[src/sv/lccl_pkg.sv]
// ----------------------------------------------------------------------------
// lccl_pkg
// Shared types and constants of the literate chunk line classifier.
// ----------------------------------------------------------------------------
package lccl_pkg;

  // Longest line kept before the rest of the stream is skipped
  localparam int unsigned MaxLine = 8191;
  localparam int unsigned CountW  = $clog2(MaxLine + 1);
  localparam int unsigned LenW    = 13;
  localparam int unsigned CountNumW = 32;

  // Character codes
  localparam logic [7:0] ChLt = 8'h3C;
  localparam logic [7:0] ChGt = 8'h3E;
  localparam logic [7:0] ChEq = 8'h3D;
  localparam logic [7:0] ChAt = 8'h40;
  localparam logic [7:0] ChSp = 8'h20;
  localparam logic [7:0] ChCr = 8'h0D;
  localparam logic [7:0] ChLf = 8'h0A;

  // Tail of a chunk start line: ">>="
  localparam logic [23:0] TailChunkOpen = {ChGt, ChGt, ChEq};

  typedef enum logic [1:0] {
    KindDoc        = 2'd0,
    KindChunkStart = 2'd1,
    KindChunkBody  = 2'd2,
    KindChunkEnd   = 2'd3
  } line_kind_e;

  // Line state seen by the classifier at a line end
  typedef struct packed {
    logic [CountW-1:0]    byte_count;
    logic [15:0]          head_bytes;
    logic [23:0]          tail_bytes;
    logic                 in_chunk;
    logic [CountNumW-1:0] chunk_counter;
  } line_state_t;

  // Classification of a closed line and the chunk state it leaves
  typedef struct packed {
    line_kind_e           kind;
    logic [CountNumW-1:0] chunk_number;
    logic                 payload_offset;
    logic                 in_chunk_next;
    logic [CountNumW-1:0] chunk_counter_next;
  } close_res_t;

  // One line record
  typedef struct packed {
    line_kind_e           kind;
    logic [CountNumW-1:0] chunk_number;
    logic [LenW-1:0]      line_bytes;
    logic                 payload_offset;
    logic [CountNumW-1:0] line_number;
    logic                 too_long;
  } line_rec_t;

endpackage

[src/sv/literate_chunk_line_classifier.sv]
// ----------------------------------------------------------------------------
// literate_chunk_line_classifier
// Splits a byte stream into lines and emits one classified record per line.
//
//  channel  dir  tdata                          tuser              tlast
//  s_axis   in   data_byte[7:0]                 -                  end_of_stream
//  m_axis   out  chunk_number, line_bytes,      line_kind,         -
//                payload_offset, line_number    too_long
//
// One byte is taken per cycle while tready is high; its record is registered
// in the output register, or in the skid register while the output register
// holds an untaken record; tready falls only when both hold a record. Reset
// clears all line and chunk state and empties this two-entry output stage.
// ----------------------------------------------------------------------------
module literate_chunk_line_classifier (
  input  logic        clk_i,
  input  logic        rst_ni,
  input  logic        s_axis_tvalid_i,
  output logic        s_axis_tready_o,
  input  logic [7:0]  s_axis_tdata_i,   // [7:0] data_byte
  input  logic        s_axis_tlast_i,   // end_of_stream
  output logic        m_axis_tvalid_o,
  input  logic        m_axis_tready_i,
  output logic [79:0] m_axis_tdata_o,   // [31:0] chunk_number, [44:32] line_bytes,
                                        // [45] payload_offset, [77:46] line_number
  output logic [2:0]  m_axis_tuser_o    // [1:0] line_kind, [2] too_long
);
  import lccl_pkg::*;

  logic                 in_chunk_q, in_chunk_d;
  logic [CountNumW-1:0] chunk_counter_q, chunk_counter_d;
  logic [CountW-1:0]    byte_count_q, byte_count_d;
  logic [15:0]          head_bytes_q, head_bytes_d;
  logic [23:0]          tail_bytes_q, tail_bytes_d;
  logic                 pending_cr_q, pending_cr_d;
  logic                 skip_rest_q, skip_rest_d;
  logic [CountNumW-1:0] line_counter_q, line_counter_d;

  line_rec_t   out_q, skid_q, rec;
  logic        out_valid_q, skid_valid_q;
  logic        push, pop, accept, rec_valid;
  line_state_t cls_state;
  close_res_t  cls_res;
  logic [7:0]  b;
  logic [CountW+LenW-1:0] len_ext;
  logic [CountW+LenW-1:0] max_ext;
  logic [CountNumW-1:0]   line_inc;

  assign s_axis_tready_o = !skid_valid_q;
  assign accept          = s_axis_tvalid_i && s_axis_tready_o;
  assign pop             = out_valid_q && m_axis_tready_i;
  assign push            = accept && rec_valid;
  assign b               = s_axis_tdata_i;

  assign len_ext  = {{LenW{1'b0}}, byte_count_q};
  assign max_ext  = {{LenW{1'b0}}, CountW'(MaxLine)};
  assign line_inc = line_counter_q + CountNumW'(1);

  assign cls_state.byte_count    = byte_count_q;
  assign cls_state.head_bytes    = head_bytes_q;
  assign cls_state.tail_bytes    = tail_bytes_q;
  assign cls_state.in_chunk      = in_chunk_q;
  assign cls_state.chunk_counter = chunk_counter_q;

  lccl_line_close u_close (
    .state_i (cls_state),
    .res_o   (cls_res)
  );

  // Work out the next line state and the record of this transfer
  always_comb begin
    in_chunk_d      = in_chunk_q;
    chunk_counter_d = chunk_counter_q;
    byte_count_d    = byte_count_q;
    head_bytes_d    = head_bytes_q;
    tail_bytes_d    = tail_bytes_q;
    pending_cr_d    = pending_cr_q;
    skip_rest_d     = skip_rest_q;
    line_counter_d  = line_counter_q;
    rec_valid       = 1'b0;

    rec.kind           = cls_res.kind;
    rec.chunk_number   = cls_res.chunk_number;
    rec.line_bytes     = len_ext[LenW-1:0];
    rec.payload_offset = cls_res.payload_offset;
    rec.line_number    = line_inc;
    rec.too_long       = 1'b0;

    if (accept) begin
      if (s_axis_tlast_i) begin
        // Close an unterminated last line, then start a fresh stream
        if (!skip_rest_q && (byte_count_q != CountW'(0))) begin
          rec_valid       = 1'b1;
          in_chunk_d      = cls_res.in_chunk_next;
          chunk_counter_d = cls_res.chunk_counter_next;
        end
        byte_count_d   = '0;
        head_bytes_d   = '0;
        tail_bytes_d   = '0;
        pending_cr_d   = 1'b0;
        skip_rest_d    = 1'b0;
        line_counter_d = '0;
      end else if (!skip_rest_q) begin
        pending_cr_d = 1'b0;
        if (pending_cr_q && (b == ChLf)) begin
          // Swallow the LF of a CR LF pair
        end else if ((b == ChCr) || (b == ChLf)) begin
          rec_valid       = 1'b1;
          in_chunk_d      = cls_res.in_chunk_next;
          chunk_counter_d = cls_res.chunk_counter_next;
          line_counter_d  = line_inc;
          byte_count_d    = '0;
          head_bytes_d    = '0;
          tail_bytes_d    = '0;
          pending_cr_d    = (b == ChCr);
        end else if (byte_count_q >= CountW'(MaxLine)) begin
          // Line overflow: report it and skip the rest of the stream
          rec_valid          = 1'b1;
          rec.kind           = KindDoc;
          rec.chunk_number   = chunk_counter_q;
          rec.line_bytes     = max_ext[LenW-1:0];
          rec.payload_offset = 1'b0;
          rec.too_long       = 1'b1;
          line_counter_d     = line_inc;
          skip_rest_d        = 1'b1;
          byte_count_d       = '0;
          head_bytes_d       = '0;
          tail_bytes_d       = '0;
        end else begin
          // Append the byte
          if (byte_count_q == CountW'(0)) begin
            head_bytes_d = {b, 8'h00};
          end else if (byte_count_q == CountW'(1)) begin
            head_bytes_d = {head_bytes_q[15:8], b};
          end
          tail_bytes_d = {tail_bytes_q[15:0], b};
          byte_count_d = byte_count_q + CountW'(1);
        end
      end
    end
  end

  // Hold the line and chunk state
  always_ff @(posedge clk_i or negedge rst_ni) begin
    if (!rst_ni) begin
      in_chunk_q      <= 1'b0;
      chunk_counter_q <= '0;
      byte_count_q    <= '0;
      head_bytes_q    <= '0;
      tail_bytes_q    <= '0;
      pending_cr_q    <= 1'b0;
      skip_rest_q     <= 1'b0;
      line_counter_q  <= '0;
    end else begin
      in_chunk_q      <= in_chunk_d;
      chunk_counter_q <= chunk_counter_d;
      byte_count_q    <= byte_count_d;
      head_bytes_q    <= head_bytes_d;
      tail_bytes_q    <= tail_bytes_d;
      pending_cr_q    <= pending_cr_d;
      skip_rest_q     <= skip_rest_d;
      line_counter_q  <= line_counter_d;
    end
  end

  // Advance the output register and skid register
  always_ff @(posedge clk_i or negedge rst_ni) begin
    if (!rst_ni) begin
      out_valid_q  <= 1'b0;
      skid_valid_q <= 1'b0;
    end else if (skid_valid_q) begin
      if (pop) begin
        out_valid_q  <= 1'b1;
        skid_valid_q <= 1'b0;
      end
    end else if (push && out_valid_q && !pop) begin
      skid_valid_q <= 1'b1;
    end else if (push) begin
      out_valid_q <= 1'b1;
    end else if (pop) begin
      out_valid_q <= 1'b0;
    end
  end

  // Load record payloads
  always_ff @(posedge clk_i) begin
    if (skid_valid_q) begin
      if (pop) begin
        out_q <= skid_q;
      end
    end else if (push && out_valid_q && !pop) begin
      skid_q <= rec;
    end else if (push) begin
      out_q <= rec;
    end
  end

  assign m_axis_tvalid_o = out_valid_q;
  assign m_axis_tdata_o  = {2'b00, out_q.line_number, out_q.payload_offset,
                            out_q.line_bytes, out_q.chunk_number};
  assign m_axis_tuser_o  = {out_q.too_long, out_q.kind};

endmodule

[src/sv/lccl_line_close.sv]
// ----------------------------------------------------------------------------
// lccl_line_close
// Classifies a finished line as doc, chunk start, chunk body or chunk end and
// works out the chunk state it leaves behind.
// ----------------------------------------------------------------------------
module lccl_line_close (
  input  lccl_pkg::line_state_t state_i,
  output lccl_pkg::close_res_t  res_o
);
  import lccl_pkg::*;

  logic [7:0] h0;
  logic [7:0] h1;
  logic       is_start;
  logic       is_end;
  logic       n_ge2;

  assign h0    = state_i.head_bytes[15:8];
  assign h1    = state_i.head_bytes[7:0];
  assign n_ge2 = state_i.byte_count >= CountW'(2);

  // Match chunk start "<<...>>=" and chunk end "@" or "@ ..."
  assign is_start = (state_i.byte_count >= CountW'(6)) && (h0 == ChLt) && (h1 == ChLt)
                    && (state_i.tail_bytes == TailChunkOpen);
  assign is_end   = (h0 == ChAt)
                    && ((state_i.byte_count == CountW'(1)) || (n_ge2 && (h1 == ChSp)));

  // Pre-increment on a start, post-increment on an end
  always_comb begin
    res_o.kind               = KindDoc;
    res_o.chunk_number       = state_i.chunk_counter;
    res_o.payload_offset     = 1'b0;
    res_o.in_chunk_next      = state_i.in_chunk;
    res_o.chunk_counter_next = state_i.chunk_counter;
    if (is_start) begin
      res_o.kind               = KindChunkStart;
      res_o.chunk_number       = state_i.chunk_counter + CountNumW'(1);
      res_o.in_chunk_next      = 1'b1;
      res_o.chunk_counter_next = state_i.chunk_counter + CountNumW'(1);
    end else if (state_i.in_chunk) begin
      if (is_end) begin
        res_o.kind               = KindChunkEnd;
        res_o.in_chunk_next      = 1'b0;
        res_o.chunk_counter_next = state_i.chunk_counter + CountNumW'(1);
      end else begin
        res_o.kind           = KindChunkBody;
        res_o.payload_offset = n_ge2 && (h0 == ChAt) && (h1 == ChAt);
      end
    end
  end

endmodule
[config.mk]
export PLATFORM = sky130hd
export DESIGN_NAME = literate_chunk_line_classifier
export DESIGN_NICKNAME = d
export VERILOG_FILES = /design/src/sv/lccl_pkg.sv /design/src/sv/literate_chunk_line_classifier.sv /design/src/sv/lccl_line_close.sv
export SDC_FILE = /design/constraint.sdc
export NUM_CORES = 1
export LEC_CHECK = 0
export BUFFER_PORTS_ARGS = -buffer_cell sky130_fd_sc_hd__buf_2
export CAP_MARGIN = 40
export CORE_MARGIN = 3
export CORE_UTILIZATION = 30
export DETAILED_ROUTE_END_ITERATION = 10
export SETUP_SLACK_MARGIN = 0.5
export SLEW_MARGIN = 20
export SYNTH_ARGS = -nofsm -noshare
export SYNTH_HDL_FRONTEND = slang
export SYNTH_SLANG_ARGS = --single-unit
[constraint.sdc]
create_clock -name clk_i -period 24 [get_ports clk_i]
set_input_delay 2.4 -clock clk_i [delete_from_list [all_inputs] [get_ports clk_i]]
set_output_delay 2.4 -clock clk_i [all_outputs]
set_load 0.02 [all_outputs]
==> impl_metrics.ini <==
[worst_hold_path]
hp-class = flip-flop to flip-flop

[setup_path]
arrival_ns = 5.44
cp.required_ns = 24.24
start_kind = primary input
end_kind = flip-flop
crit_fanout = 41
criticalPathCategory = primary input to flip-flop

[placed_design]
place_area_sq_um = 14000
placedCellCount = 1591
dp_hpwl_microns = 19400
io_buffers = 95
place_congestion = 0.839

[cts]
cts_tree = built
clockBufferDepth = 3
h-tree-depth = 1
cts_hold_buf = 0
cts_made_buffers = 30
clk_latency_ns = 0.56
path_clk_slew_ns = 0.06
cts-root-buf = clkbuf_16
clock_sinks = 284
cts_setup_buffers = 0
cts_resized = 0

[route]
drt_iter0_markers = 650
drc = 0
wl_met2_microns = 12700
met3WireLength_microns = 1630
dr.pass1.iters = 4
vias_per_cell = 5.05
wl_met1_microns = 14000
routedWlPerCell_microns = 17.5
ant_nets = 0
dr_total_vias = 8340
wirelength_microns = 28900
highest_layer = met5

[flow_run]
max_cap_viol_count = 0

[synth]
synth_warnings = 0
ys_top_cells_by_area = edfxtp_1 38%, dfrtp_1 24%, mux2_2 7.0%
synth-async-reset-ratio = 0.430
synth_area_sq_um = 12900
ys_seq_area_frac = 0.615
synthCells = 1007
synthFlopType = edfxtp_1
synth_area_leader_cell = edfxtp_1
synth_edf_count = 162
yosys.area.top_type_share = 0.378
ys_types = 60
synth-seq-cells = 284
synth_area_per_cell_sq_um = 12.8

[grt]
overflow = 0
track_usage = 0.126
grt_pass1_vias = 7909
grt_pass1_wl_microns = 45900
grt_max_degree = 51
antenna_found_initial = 2

[power]
ir_worst_vdd_mv = 0.0598
p_total_uw = 1280
pwr_density_cell_nw_per_um2 = 85.1
power_leakage_uw = 0.00603

[sta]
tns_ns = 0
max_freq_mhz = 192
tightest_slew_ns = 0.731
drv_slew = 0
fin_skew_ns = 0.0149
slew_headroom = 0.509
finalHoldViolCount = 0
finalSetupViolCount = 0
period_share = 0.216
rsz0062_at_grt = no
fin_crit_ns = 5.20

[die]
initial_core_util = 0.306
core.rowCount = 75
die_h_microns = 213
die_w_microns = 213
io_pins = 98
core_area_sq_um = 42100
die_area_sq_um = 45500

[layout]
layout.nets = 1105
multi_input_area_sq_um = 4670
final_common_cell = edfxtp_1
fin_area_sq_um = 15100
regArea_sq_um = 7920
drive_gt1_frac = 0.239
final_cell_count_no_fill = 1650
fillers = 4057
final_cell_mix = 162 x edfxtp_1, 122 x dfrtp_1, 95 x buf_2
areaGrowthSynthToFinish_pct = 16.9

[run_status]
status = complete, no violations
## through the flow
step	setup slack [ns]	hold WS, ns	utilization
final	18.80	0.497	0.357
after global routing	18.50	0.520	0.357
after CTS	18.84	0.502	0.357
after detailed placement	18.25	0.485	0.333
after global placement	18.22	0.481	0.330
after floorplan	11.23	0.456	-
## registers in the layout, summed over array words and instances, names as in the netlist, 3 cells and up
signal / flops
m_axis_tuser_o: 3
head_bytes_q: 16
tail_bytes_q: 24
chunk_counter_q: 32
skid_q: 81
byte_count_q: 13
line_counter_q: 32
m_axis_tdata_o: 78
## worst max-delay path, cell delays in order
cell and delay (ns):
buf_2 0.13, nor4_2 0.45, o211a_1 0.39, nor2_1 0.13, a21oi_1 0.48, nand2_1 0.30, nor4b_2 0.39, buf_4 0.43
buf_12 0.30
## logic make-up after synthesis
group / after synthesis / synth area share
and+or+nand+nor: 286 / 0.123
DFF: 284 / 0.615
AOI/OAI and AO/OA: 164 / 0.0907
xor gates and xnor gates: 99 / 0.0673
buffers and inverters: 86 / 0.0271
muxes: 81 / 0.0711
adders and majority gates: 6 / 0.00583
other: 1 / 0.000291
## Yosys cell counts, drive strengths merged, types with 12 or more instances
library cell and number:
nor4 31, nand4 18, nor2 41, clkbuf 55, and3 13, nand2 66, buf 15, xor2 38
nand3 36, o211ai 24, nor3 23, o21ai 45, inv 15, xnor2 61, a22o 47, dfrtp 122
edfxtp 162, mux2 81, a21oi 12
## cell type report
class | instances | area share
multi-input cells | 638 | 0.311
inverters | 16 | 0.00399
diodes | 1 | 0.000166
clock buffers | 39 | 0.0549
repair buffers | 116 | 0.0487
well taps | 539 | 0.0448
flip-flops and latches | 284 | 0.526
clock inverters | 17 | 0.0109
## worst paths after layout
path,from,endpoint,slack (ns),cells after the start
setup / recovery,s_axis_tdata_i[4],skid_q[15],18.80,9
hold / removal,chunk_counter_q[31],chunk_counter_q[31],0.50,1
setup reg to reg,byte_count_q[1],skid_q[15],20.22,8
hold reg to reg,chunk_counter_q[31],chunk_counter_q[31],0.50,1
max in group asynchronous,rst_ni,chunk_counter_q[13],20.95,3
min in group asynchronous,rst_ni,line_counter_q[16],1.81,1
## report_power, final
part / internal (uW) / switching, uW
Combinational: 73.1 / 129
Clock: 274 / 192
Sequential: 578 / 34.1
## per-layer routing
metal / up-vias / GRT usage
li1: 3910 / -
met1: 4175 / 0.187
met3: 45 / 0.0278
met4: 2 / 0.0310
met5: - / 0
met2: 208 / 0.186
Power figures use the tool's default switching activity.
